`src/hdl/sss_pkg.sv`:
```
// ----------------------------------------------------------------------------
// sss_pkg : shared definitions for the serial SRAM slave core
// Command codes, fill byte and the structs passed between the submodules.
// ----------------------------------------------------------------------------
package sss_pkg;

	localparam int SSS_MEM_BYTES = 32 * 1024;

	localparam logic [7:0] CMD_WRMODE = 8'h01;
	localparam logic [7:0] CMD_WRITE  = 8'h02;
	localparam logic [7:0] CMD_READ   = 8'h03;
	localparam logic [7:0] CMD_RDMODE = 8'h05;
	localparam logic [7:0] NO_DATA    = 8'hFF;

	// memory access issued by the protocol engine for one beat
	typedef struct packed {
		logic       rd;
		logic       wr;
		logic [7:0] wdata;
	} mem_req_t;

	// reply of one exchange beat: either a ready byte or the memory read data
	typedef struct packed {
		logic       valid;
		logic       from_mem;
		logic [7:0] data;
	} res_t;

endpackage

```
`src/hdl/sss_ctrl.sv`:
```
// ----------------------------------------------------------------------------
// sss_ctrl : command and address sequencer of the serial SRAM slave
// Tracks chip select, decodes the command byte, gathers the address and
// issues one memory access per in-range data beat.
// ----------------------------------------------------------------------------
module sss_ctrl #(
	parameter int MEM_BYTES = sss_pkg::SSS_MEM_BYTES
) (
	input  logic                         clk,
	input  logic                         arst_n,
	input  logic                         accept,
	input  logic                         action,
	input  logic [7:0]                   mosi_byte,
	input  logic                         cs_pin,
	output sss_pkg::mem_req_t            req,
	output logic [$clog2(MEM_BYTES)-1:0] addr,
	output sss_pkg::res_t                res
);
	import sss_pkg::*;

	localparam int AW = $clog2(MEM_BYTES);
	localparam logic [AW:0] MEM_LIM = (AW + 1)'(MEM_BYTES);
	localparam logic [16:0] MEM_LIM17 = 17'(MEM_BYTES);

	localparam logic [2:0] PH_IDLE    = 3'd0;
	localparam logic [2:0] PH_WRMODE  = 3'd1;
	localparam logic [2:0] PH_ADDR_HI = 3'd2;
	localparam logic [2:0] PH_ADDR_LO = 3'd3;
	localparam logic [2:0] PH_READING = 3'd4;
	localparam logic [2:0] PH_WRITING = 3'd5;
	localparam logic [2:0] PH_RDMODE  = 3'd6;

	logic [2:0]    phase_q, phase_d;
	logic          sel_q, sel_d;
	logic          is_read_q, is_read_d;
	logic [7:0]    mode_q, mode_d;
	logic [7:0]    hi_q, hi_d;
	logic [AW-1:0] hm_q, hm_d;
	logic [AW-1:0] red_q, red_d;
	logic          inrange_q, inrange_d;

	logic [AW-1:0] hm_tbl [256];
	logic [AW:0]   lo_sum;
	logic [AW-1:0] lo_red;
	logic [AW:0]   nxt;
	logic [AW-1:0] adv;

	// (high byte * 256) mod size, one entry per high byte
	for (genvar h = 0; h < 256; h++) begin : g_hm
		localparam int unsigned HM = (h * 256) % MEM_BYTES;
		assign hm_tbl[h] = HM[AW-1:0];
	end

	assign lo_sum = {1'b0, hm_q} + (AW + 1)'(mosi_byte);
	assign lo_red = (lo_sum >= MEM_LIM) ? AW'(lo_sum - MEM_LIM) : lo_sum[AW-1:0];
	assign nxt    = {1'b0, red_q} + 1'b1;
	assign adv    = (nxt == MEM_LIM) ? '0 : nxt[AW-1:0];

	always_comb begin
		phase_d   = phase_q;
		sel_d     = sel_q;
		is_read_d = is_read_q;
		mode_d    = mode_q;
		hi_d      = hi_q;
		hm_d      = hm_q;
		red_d     = red_q;
		inrange_d = inrange_q;
		req       = '0;
		req.wdata = mosi_byte;
		res       = '0;
		res.data  = NO_DATA;

		if (accept && action) begin
			// pin update: any change of level drops back to idle
			if (cs_pin == sel_q) begin
				phase_d = PH_IDLE;
			end
			sel_d = !cs_pin;
		end else if (accept) begin
			res.valid = 1'b1;
			if (sel_q) begin
				case (phase_q)
					PH_WRMODE: begin
						mode_d  = mosi_byte;
						phase_d = PH_IDLE;
					end
					PH_RDMODE: begin
						res.data = mode_q;
						phase_d  = PH_IDLE;
					end
					PH_ADDR_HI: begin
						hi_d    = mosi_byte;
						hm_d    = hm_tbl[mosi_byte];
						phase_d = PH_ADDR_LO;
					end
					PH_ADDR_LO: begin
						red_d     = lo_red;
						inrange_d = {1'b0, hi_q, mosi_byte} < MEM_LIM17;
						phase_d   = is_read_q ? PH_READING : PH_WRITING;
					end
					PH_READING: begin
						req.rd       = inrange_q;
						res.from_mem = inrange_q;
						red_d        = adv;
						inrange_d    = 1'b1;
					end
					PH_WRITING: begin
						req.wr    = inrange_q;
						red_d     = adv;
						inrange_d = 1'b1;
					end
					default: begin
						red_d     = '0;
						inrange_d = 1'b1;
						is_read_d = (mosi_byte == CMD_READ);
						if (mosi_byte == CMD_WRMODE) begin
							phase_d = PH_WRMODE;
						end else if (mosi_byte == CMD_RDMODE) begin
							phase_d = PH_RDMODE;
						end else if (mosi_byte == CMD_READ || mosi_byte == CMD_WRITE) begin
							phase_d = PH_ADDR_HI;
						end else begin
							phase_d = PH_IDLE;
						end
					end
				endcase
			end
		end
	end

	assign addr = red_q;

	always_ff @(posedge clk or negedge arst_n) begin
		if (!arst_n) begin
			phase_q   <= PH_IDLE;
			sel_q     <= 1'b0;
			is_read_q <= 1'b0;
			mode_q    <= '0;
			red_q     <= '0;
			inrange_q <= 1'b1;
		end else begin
			phase_q   <= phase_d;
			sel_q     <= sel_d;
			is_read_q <= is_read_d;
			mode_q    <= mode_d;
			red_q     <= red_d;
			inrange_q <= inrange_d;
		end
	end

	always_ff @(posedge clk) begin
		hi_q <= hi_d;
		hm_q <= hm_d;
	end

endmodule

```
`config.mk`:
```
export PLATFORM = sky130hd
export DESIGN_NAME = sss_ctrl
export DESIGN_NICKNAME = d
export VERILOG_FILES = /design/src/hdl/sss_pkg.sv /design/src/hdl/sss_ctrl.sv
export SDC_FILE = /design/constraint.sdc
export NUM_CORES = 1
export LEC_CHECK = 0
export BUFFER_PORTS_ARGS = -buffer_cell sky130_fd_sc_hd__buf_2
export CORE_MARGIN = 2
export CORE_UTILIZATION = 50
export CTS_BUF_LIST = sky130_fd_sc_hd__clkbuf_2 sky130_fd_sc_hd__clkbuf_4 sky130_fd_sc_hd__clkbuf_8
export DETAILED_ROUTE_END_ITERATION = 8
export PLACE_DENSITY = 0.71
export SLEW_MARGIN = 20
export SYNTH_ARGS = -nofsm -noshare
export SYNTH_HDL_FRONTEND = slang
export SYNTH_SLANG_ARGS = --single-unit
```
`constraint.sdc`:
```
create_clock -name clk -period 2.68 [get_ports clk]
set_input_delay 0.402 -clock clk [delete_from_list [all_inputs] [get_ports clk]]
set_output_delay 0.402 -clock clk [all_outputs]
set_load 0.03 [all_outputs]
```
==> results.sh, run 1 <==
export IMPL_grtUsageMet1_pct=35.3
export IMPL_synth_area_sq_um=2220
export IMPL_ys_warn_count=0
export IMPL_cts_max_level=2
export IMPL_cts_resized_gates=0
export IMPL_p_int_uw=848
export IMPL_worst_setup_path_end_kind="primary output"
export IMPL_finalMaxSlewViolations=0
export IMPL_antenna_found_initial=0
export IMPL_numCtsBuffers=5
export IMPL_finalClockSkew_ps=6.05
export IMPL_ys_types=56
export IMPL_worstPathArrival_ps=1810
export IMPL_clock_latency_ps=290
export IMPL_hold_buffers=0
export IMPL_worstPathMaxFanout=11
export IMPL_timing_rr_start="phase_q[1]$_DFFE_PN0P_"
export IMPL_max_freq_ghz=0.453
export IMPL_fp_dieH_microns=70.6
export IMPL_hold_ws_ps=139
export IMPL_fp_dieW_microns=70.6
export IMPL_p_sw_share_pct=31.1
export IMPL_layout_nets=288
export IMPL_grt_use_total_pct=23.4
export IMPL_final_common_cell="buf_2"
export IMPL_min_period_ps=2210
export IMPL_synth_adder_area_share_pct=1.13
export IMPL_max_cap_violations=0
export IMPL_synth_ff_type="dfrtp_1"
export IMPL_cts_sinks=37
export IMPL_hold_viol=0
export IMPL_rsz0062_at_grt="false"
export IMPL_yosys_area_share_simple_pct=25.6
export IMPL_die_area_sq_um=4990
export IMPL_async_reset_ff_share_pct=78.4
export IMPL_period_share_pct=82.4
export IMPL_rrSetupSlack_ps=640
export IMPL_drive_gt1_share_pct=28.8
export IMPL_fillerInstances=404
export IMPL_routedWlPerCell_microns=17.3
export IMPL_routed_wirelength_mm=5.62
export IMPL_synth_top_family_by_area="simple AND/OR/NAND/NOR gates"
export IMPL_syn_area_per_cell_sq_um=9.49
export IMPL_postRouteAntennaNets=0
export IMPL_clockBufferDepth=2
export IMPL_cts_root_buf="clkbuf_8"
export IMPL_viasPerCell=6.13
export IMPL_grt_busiest_layer="met2"
export IMPL_dp_hpwl_mm=3.95
export IMPL_p_sw_uw=383
export IMPL_utilization_pct=58.7
export IMPL_critical_path_required_ps=2280
export IMPL_pwr_share_seq_pct=52.2
export IMPL_use_met3_pct=4.27
export IMPL_p_clk_share_pct=30.2
export IMPL_port_buffer_count=47
export IMPL_syn_num_nets=249
export IMPL_synth_xor_area_share_pct=0.394
export IMPL_hold_class="in -> async"
export IMPL_max_stage_delay_ps=420
export IMPL_slew_limit_headroom_pct=54.7
export IMPL_antenna_cells=0
export IMPL_dr_first_iter_drc_count=159
export IMPL_place_gp_congestion=0.851
export IMPL_ir_drop_v=0.000402
export IMPL_grt_pass1_wl_mm=9.13
export IMPL_num_vias=1998
export IMPL_drcViolationCount=0
export IMPL_cts_setup_buffers=0
export IMPL_netlist_instances=234
export IMPL_worst_pin_slew_ps=679
export IMPL_first_pass_iters=5
export IMPL_grt_pass1_vias=1783
export IMPL_synth_compound_area_share_pct=16.1
export IMPL_initial_utilization_pct=51.4
export IMPL_worstSetupStartpointType="flip-flop"
export IMPL_r2r_cells=6
export IMPL_power_density_nw_per_um2=485
export IMPL_p_leak_uw=0.00107
export IMPL_grt_overflow_total=0
export IMPL_combPwrFrac_pct=17.5
export IMPL_synthToLayoutAreaGrowth_pct=14.3
export IMPL_ys_ff_latch=37
export IMPL_synth_area_mux_share_pct=6.48
export IMPL_cpMaxStageDelayCell="dfrtp_1"
export IMPL_setup_worst_path_end="res[2]"
export IMPL_synth_edf_count=8
export IMPL_worstSetupStartpoint="sel_q$_DFFE_PN0P_"
export IMPL_io_pins=48
export IMPL_outcome="completed"
export IMPL_grt_max_degree=30
export IMPL_cts_tree="done"
export IMPL_tns_ps=0
export IMPL_reg2reg_to="phase_q[2]$_DFFE_PN0P_"
export IMPL_ys_seq_area_share_pct=43.5
export IMPL_core_sq_um=4320
export IMPL_most_common_layout_cells="47 x buf_2, 28 x dfrtp_1, 27 x nand2_1, 11 x nand3_1, 11 x mux2_2"
export IMPL_worstPathCellList="nand3b_1 -> nor3_1 -> buf_4 -> nand2b_1 -> buf_2"
export IMPL_clk_pin_slew_ps=80
export IMPL_timing_final_setup_violations=0
export IMPL_worstSetupPathType="reg -> out"
export IMPL_met2_usage_pct=35.4
export IMPL_rows=24
flip-flops by register name, summed over array words and instances, names as in the netlist:
| signal | count |
|---|---|
| is_read_q | 1 |
| sel_q | 1 |
| addr | 15 |
| mode_q | 8 |
| phase_q | 3 |
| inrange_q | 1 |
| hi_q | 8 |
layer usage:
layer  vias up  wire length, microns  part of all wire (%)
li1        947                     -                     -
met3         5                   436                   7.8
met4         0                    44                  0.78
met5         -                     0                     0
met2       103                  2570                    46
met1       943                  2580                    46
cell usage after synthesis (2+ instances only):
| cell | n | area share, % |
|---|---|---|
| a21oi_1 | 8 | 1.8 |
| a221o_1 | 3 | 1.4 |
| a221oi_1 | 2 | 0.79 |
| a22o_1 | 3 | 1.2 |
| a2bb2oi_1 | 2 | 0.79 |
| a31oi_1 | 2 | 0.56 |
| and3_1 | 3 | 0.85 |
| and3b_1 | 2 | 0.79 |
| buf_4 | 9 | 3.0 |
| clkbuf_1 | 12 | 2.0 |
| dfrtp_1 | 28 | 32 |
| edfxtp_1 | 8 | 11 |
| ha_1 | 2 | 1.1 |
| inv_1 | 9 | 1.5 |
| mux2_2 | 11 | 5.6 |
| mux2i_1 | 2 | 0.90 |
| nand2_1 | 27 | 4.6 |
| nand2b_1 | 9 | 2.5 |
| nand3_1 | 11 | 2.5 |
| nand3b_1 | 3 | 1.0 |
| nand4_1 | 2 | 0.56 |
| nor2_1 | 7 | 1.2 |
| nor2b_1 | 3 | 0.85 |
| nor3_1 | 7 | 1.6 |
| nor3b_1 | 2 | 0.68 |
| nor4_1 | 8 | 2.3 |
| o211ai_1 | 3 | 1.0 |
| o21ai_0 | 8 | 1.8 |
| o221ai_1 | 2 | 0.79 |
| o22ai_1 | 5 | 1.4 |
| o31ai_1 | 2 | 0.68 |
| o41ai_1 | 2 | 0.79 |
| or3_1 | 3 | 0.85 |
| or4_4 | 2 | 1.0 |
power by group through the flow:
stage               clock [uW]  combinational [uW]  sequential (uW)
floorplan                    0                 103              688
global placement             0                 213              652
detailed placement           0                 216              652
CTS                        384                 217              641
global route               402                 235              648
finish                     373                 216              643
how the worst min path moves through the flow:
stage	from	end	slack (ps)	depth (start not counted)
after floorplan	arst_n	addr[0]$_DFFE_PN0P_	110	0
after CTS	arst_n	phase_q[2]$_DFFE_PN0P_	170	1
after global routing	arst_n	addr[13]$_DFFE_PN0P_	210	1
after detailed placement	hi_q[7]$_DFFE_PP_	inrange_q$_DFFE_PN1P_	400	1
after global placement	hi_q[7]$_DFFE_PP_	inrange_q$_DFFE_PN1P_	380	1
final	arst_n	addr[12]$_DFFE_PN0P_	140	1
metrics by stage:
| step | total power [uW] | setup WS, ps | area (sq um) | instances |
|---|---|---|---|---|
| finish | 1230 | 470 | 2540 | 326 |
| global placement | 865 | 586 | 2460 | 318 |
| CTS | 1240 | 498 | 2540 | 326 |
| floorplan | 790 | 393 | 2220 | 234 |
| detailed placement | 869 | 622 | 2460 | 318 |
| global route | 1280 | 341 | 2540 | 326 |
cells by family after synthesis:
family | Yosys count
buf+inv | 31
compound gates | 50
flops | 37
simple gates | 100
xor+xnor | 1
fa+ha+maj | 2
mux | 13
area by class of cell:
| type | instances | area [sq um] | area share [%] |
|---|---|---|---|
| inverter | 9 | 33.8 | 1.33 |
| sequential | 37 | 967 | 38.1 |
| timing repair buffer | 54 | 288 | 11.3 |
| tap | 52 | 65.1 | 2.56 |
| multi-input combinational | 166 | 1100 | 43.5 |
| clock inverter | 3 | 12.5 | 0.493 |
| clock buffer | 5 | 68.8 | 2.71 |
worst max-delay path: cells and delay by family (launching register included):
family,cells,cell delay [ps]
simple gates,3,730
flops,1,420
buf+inv,2,380
Power figures use the tool's default switching activity.
==> inputs of run 2 (changes only) <==
--- a/config.mk
+++ b/config.mk
@@ -10,7 +10,7 @@
 export CORE_UTILIZATION = 50
 export CTS_BUF_LIST = sky130_fd_sc_hd__clkbuf_2 sky130_fd_sc_hd__clkbuf_4 sky130_fd_sc_hd__clkbuf_8
 export DETAILED_ROUTE_END_ITERATION = 8
-export PLACE_DENSITY = 0.71
+export PLACE_DENSITY = 0.74
 export SLEW_MARGIN = 20
 export SYNTH_ARGS = -nofsm -noshare
 export SYNTH_HDL_FRONTEND = slang
==> constraint.sdc (replaced) <==
create_clock -name clk -period 1.9 [get_ports clk]
set_input_delay 0.285 -clock clk [delete_from_list [all_inputs] [get_ports clk]]
set_output_delay 0.285 -clock clk [all_outputs]
set_load 0.03 [all_outputs]
==> results.sh, run 2 (synthesis gave the netlist of run 1 again) <==
export IMPL_max_cap_violations=0
export IMPL_port_buffer_count=47
export IMPL_hold_viol=0
export IMPL_fp_dieH_microns=70.6
export IMPL_cts_max_level=2
export IMPL_grt_pass1_vias=1996
export IMPL_core_sq_um=4320
export IMPL_antenna_cells=0
export IMPL_max_freq_ghz=0.536
export IMPL_rrSetupSlack_ps=50
export IMPL_routedWlPerCell_microns=17.3
export IMPL_postRouteAntennaNets=0
export IMPL_cts_sinks=37
export IMPL_die_area_sq_um=4990
export IMPL_cts_tree="done"
export IMPL_cp_common_cell="buf_4"
export IMPL_worstSetupPathType="reg -> out"
export IMPL_power_density_nw_per_um2=737
export IMPL_num_vias=2138
export IMPL_first_pass_iters=4
export IMPL_tns_ps=0
export IMPL_grt_use_total_pct=24.0
export IMPL_finalMaxSlewViolations=0
export IMPL_period_share_pct=98.2
export IMPL_timing_rr_start="phase_q[2]$_DFFE_PN0P_"
export IMPL_clock_latency_ps=290
export IMPL_worstSetupStartpointType="flip-flop"
export IMPL_synthToLayoutAreaGrowth_pct=26.5
export IMPL_cpMaxStageDelayCell="dfrtp_1"
export IMPL_utilization_pct=65.0
export IMPL_place_gp_congestion=0.828
export IMPL_layout_nets=310
export IMPL_reg2reg_to="phase_q[2]$_DFFE_PN0P_"
export IMPL_worstPathCellList="buf_4 -> inv_1 -> nor3_2 -> buf_4 -> nand2b_1 -> buf_2"
export IMPL_antenna_found_initial=0
export IMPL_cp_num_buf_inv=4
export IMPL_min_period_ps=1870
export IMPL_r2r_cells=6
export IMPL_grt_overflow_total=0
export IMPL_cts_root_buf="clkbuf_8"
export IMPL_numCtsBuffers=5
export IMPL_drcViolationCount=0
export IMPL_dp_hpwl_mm=4.23
export IMPL_ir_drop_v=0.000542
export IMPL_outcome="completed"
export IMPL_worstPathMaxFanout=8
export IMPL_slew_limit_headroom_pct=56.2
export IMPL_clk_pin_slew_ps=80
export IMPL_largest_reg_flops=15
export IMPL_viasPerCell=6.14
export IMPL_grt_pass1_wl_mm=9.47
export IMPL_worst_pin_slew_ps=657
export IMPL_clockBufferDepth=2
export IMPL_fp_dieW_microns=70.6
export IMPL_hold_buffers=0
export IMPL_final_common_cell="buf_2"
export IMPL_max_stage_delay_ps=380
export IMPL_initial_utilization_pct=51.4
export IMPL_p_leak_uw=0.00121
export IMPL_worstPathArrival_ps=1580
export IMPL_routed_wirelength_mm=6.01
export IMPL_io_pins=48
export IMPL_worst_setup_path_end_kind="primary output"
export IMPL_hold_ws_ps=17.2
export IMPL_grt_max_degree=30
export IMPL_critical_path_required_ps=1620
export IMPL_drive_gt1_share_pct=37.8
export IMPL_hold_class="in -> async"
export IMPL_timing_final_setup_violations=0
export IMPL_critPathTopFamily="buffers and inverters"
export IMPL_most_common_layout_cells="47 x buf_2, 27 x nand2_1, 27 x buf_4, 26 x dfrtp_1"
export IMPL_finalClockSkew_ps=4.66
export IMPL_rows=24
export IMPL_dr_first_iter_drc_count=143
-- run 2: cell types whose count changed in the layout (fill, tap and decap cells not counted), sizes merged --
cell | previous run | this run
buf | 54 | 75
bufinv | 0 | 2
clkbuf | 5 | 6
clkinv | 3 | 1
-- run 2: area by class of cell --
type / instances / area (sq um)
multi-input cells: 166 / 1120
fillers: 375 / 1510
flip-flops and latches: 37 / 970
well taps: 52 / 65.1
clock inverters: 3 / 65.1
repair buffers: 76 / 483
inverters: 9 / 33.8
clock buffers: 5 / 68.8
-- run 2: timing repair --
item | CTS | global route
pin swaps | 0 | 1
gates resized for setup | 2 | 4
buffers inserted | 1 | 3
gates cloned | 0 | 1
setup endpoints to repair | 8 | 13
-- run 2: worst max path at each step --
| stage | slack (ps) | depth (start not counted) | from | to |
|---|---|---|---|---|
| after global routing | -0.3 | 6 | phase_q[2]$_DFFE_PN0P_ | res[7] |
| after detailed placement | -40 | 5 | mosi_byte[4] | phase_q[0]$_DFFE_PN0P_ |
| after global placement | 20 | 5 | mosi_byte[4] | phase_q[0]$_DFFE_PN0P_ |
| final | 30 | 6 | phase_q[2]$_DFFE_PN0P_ | res[3] |
| after CTS | 30 | 6 | phase_q[1]$_DFFE_PN0P_ | res[3] |
| after floorplan | 10 | 4 | addr[4]$_DFFE_PN0P_ | addr[12]$_DFFE_PN0P_ |
-- run 2: report_power, final --
group	internal (uW)	switching, uW	leakage, uW
clock network	522	298	0.0000681
logic	131	224	0.000676
registers	850	45.8	0.000463
total	1500	568	0.00121
-- run 2: per-layer routing --
metal / global-route usage [%] / part of all wire (%) / wire length [microns] / vias up
met3: 4.13 / 6.9 / 415 / 11
met5: 0 / 0 / 0 / -
li1: - / - / - / 993
met2: 39.5 / 48 / 2860 / 89
met1: 32.2 / 44 / 2660 / 1045
met4: 8.39 / 1.4 / 85 / 0
-- run 2: stage by stage --
step                power, uW  instance area [sq um]  std cells  setup WS, ps
floorplan                1120                   2250        234          14.0
global placement         1240                   2610        335          19.7
detailed placement       1250                   2610        335         -36.9
CTS                      2070                   2760        344          32.7
global route             2140                   2810        348        -0.301
finish                   2070                   2810        348          33.8
==> inputs of run 3 (changes only) <==
--- a/config.mk
+++ b/config.mk
@@ -7,10 +7,10 @@
 export LEC_CHECK = 0
 export BUFFER_PORTS_ARGS = -buffer_cell sky130_fd_sc_hd__buf_2
 export CORE_MARGIN = 2
-export CORE_UTILIZATION = 50
-export CTS_BUF_LIST = sky130_fd_sc_hd__clkbuf_2 sky130_fd_sc_hd__clkbuf_4 sky130_fd_sc_hd__clkbuf_8
+export CORE_UTILIZATION = 49
+export CTS_BUF_LIST = sky130_fd_sc_hd__clkbuf_16
 export DETAILED_ROUTE_END_ITERATION = 8
-export PLACE_DENSITY = 0.74
+export PLACE_DENSITY = 0.73
 export SLEW_MARGIN = 20
 export SYNTH_ARGS = -nofsm -noshare
 export SYNTH_HDL_FRONTEND = slang
==> results.sh, run 3 (synthesis gave the netlist of run 1 again) <==
export IMPL_combPwrFrac_pct=16.6
export IMPL_grt_use_total_pct=24.7
export IMPL_cts_max_level=2
export IMPL_finalClockSkew_ps=4.79
export IMPL_setup_slack_ps=73.8
export IMPL_viasPerCell=5.98
export IMPL_hold_viol=0
export IMPL_reg2reg_to="phase_q[2]$_DFFE_PN0P_"
export IMPL_worstPathArrival_ps=1540
export IMPL_antenna_cells=0
export IMPL_routed_wirelength_mm=5.89
export IMPL_worst_pin_slew_ps=715
export IMPL_max_cap_violations=0
export IMPL_worstPathMaxFanout=8
export IMPL_initial_utilization_pct=51.0
export IMPL_p_sw_share_pct=28.6
export IMPL_p_leak_uw=0.00122
export IMPL_ir_drop_v=0.000553
export IMPL_synthToLayoutAreaGrowth_pct=26.0
export IMPL_hold_class="in -> async"
export IMPL_rrSetupSlack_ps=120
export IMPL_drcViolationCount=0
export IMPL_timing_final_setup_violations=0
export IMPL_critical_path_required_ps=1620
export IMPL_grt_pass1_wl_mm=9.82
export IMPL_power_density_nw_per_um2=729
export IMPL_r2r_cells=6
export IMPL_met2_wirelength_mm=2.89
export IMPL_finalMaxSlewViolations=0
export IMPL_outcome="completed"
export IMPL_slew_limit_headroom_pct=52.3
export IMPL_antenna_found_initial=0
export IMPL_numCtsBuffers=5
export IMPL_fp_dieW_microns=71.3
export IMPL_die_area_sq_um=5090
export IMPL_worstSetupPathType="reg -> out"
export IMPL_fp_dieH_microns=71.3
export IMPL_port_buffer_count=47
export IMPL_p_int_uw=1460
export IMPL_period_share_pct=96.1
export IMPL_register_area_sq_um=970
export IMPL_dp_hpwl_mm=4.17
export IMPL_clock_latency_ps=280
export IMPL_num_vias=2069
export IMPL_postRouteAntennaNets=0
export IMPL_grt_max_degree=30
export IMPL_worst_setup_path_end_kind="primary output"
export IMPL_max_freq_ghz=0.548
export IMPL_timing_rr_start="phase_q[1]$_DFFE_PN0P_"
export IMPL_clockBufferDepth=2
export IMPL_wl_met3_microns=373
export IMPL_top_layer="met4"
export IMPL_final_common_cell="buf_2"
export IMPL_largest_reg_flops=15
export IMPL_drive_gt1_share_pct=37.1
export IMPL_hold_buffers=0
export IMPL_cts_tree="done"
export IMPL_p_clk_share_pct=39.2
export IMPL_place_gp_congestion=0.833
export IMPL_power_uw=2040
export IMPL_cts_sinks=37
export IMPL_clk_pin_slew_ps=60
export IMPL_rsz0062_at_grt="false"
export IMPL_most_common_layout_cells="47 x buf_2, 27 x nand2_1, 27 x buf_4, 26 x dfrtp_1"
export IMPL_place_ws_ps=-16.0
export IMPL_dr_first_iter_drc_count=219
export IMPL_rows=24
export IMPL_cts_root_buf="clkbuf_16"
export IMPL_p_sw_uw=584
export IMPL_grt_overflow_total=0
export IMPL_hold_ws_ps=61.6
export IMPL_grt_pass1_vias=2012
export IMPL_io_pins=48
export IMPL_core_sq_um=4350
export IMPL_layout_nets=308
export IMPL_worstSetupStartpointType="flip-flop"
export IMPL_drt_met1_wl_mm=2.56
export IMPL_routedWlPerCell_microns=17.0
export IMPL_min_period_ps=1830
export IMPL_first_pass_iters=4
export IMPL_pwr_share_seq_pct=44.2
export IMPL_multi_input_area_sq_um=1150
export IMPL_fillerInstances=357
==> run 3: power by group through the flow <==
stage	registers (uW)	logic, uW	clock network (uW)
floorplan	970	146	0
global placement	912	329	0
detailed placement	914	332	0
CTS	899	333	816
global route	907	369	848
finish	901	339	800
==> run 3: routing by layer <==
layer,track usage (%),vias up
met5,0,-
met4,8.81,0
met3,4.92,6
met2,38.9,81
met1,33.9,988
li1,-,994
==> run 3: worst max-delay path, cell delays in order, from the launching register on <==
cell and delay (ps):
dfrtp_2 440, buf_4 150, inv_1 180, nor3_4 50, buf_4 160, nand2b_1 90, buf_2 200
==> run 3: worst max-delay path by stage <==
stage / from / endpoint
6_report: phase_q[2]$_DFFE_PN0P_ / res[4]
5_1_grt: sel_q$_DFFE_PN0P_ / req[8]
4_1_cts: phase_q[0]$_DFFE_PN0P_ / res[4]
3_3_place_gp: mosi_byte[4] / phase_q[2]$_DFFE_PN0P_
2_1_floorplan: addr[4]$_DFFE_PN0P_ / addr[12]$_DFFE_PN0P_
3_5_place_dp: mosi_byte[4] / phase_q[0]$_DFFE_PN0P_
==> run 3: area by class of cell <==
class                      count  share of cell area [%]
clock inverter                 3                   0.626
tap                           52                    2.32
multi-input combinational    166                    41.1
inverter                       9                    1.21
timing repair buffer          74                    15.6
clock buffer                   5                    4.47
sequential                    37                    34.6
==> run 3: stage by stage <==
step | util, % | setup TNS (ps) | instance area (sq um) | instances
6_report | 64.3 | 0 | 2800 | 346
5_1_grt | 64.3 | 0 | 2800 | 346
4_1_cts | 62.9 | 0 | 2740 | 343
3_3_place_gp | 59.6 | 0 | 2590 | 335
3_5_place_dp | 59.6 | -19.1 | 2590 | 335
2_1_floorplan | - | 0 | 2250 | 234
==> run 3: repair_timing <==
| action | CTS | global route |
|---|---|---|
| setup buffers | 0 | 3 |
| endpoints found under the setup margin | 8 | 11 |
| gates resized for setup | 1 | 8 |
| pin swaps | 0 | 2 |
| gates cloned | 0 | 0 |
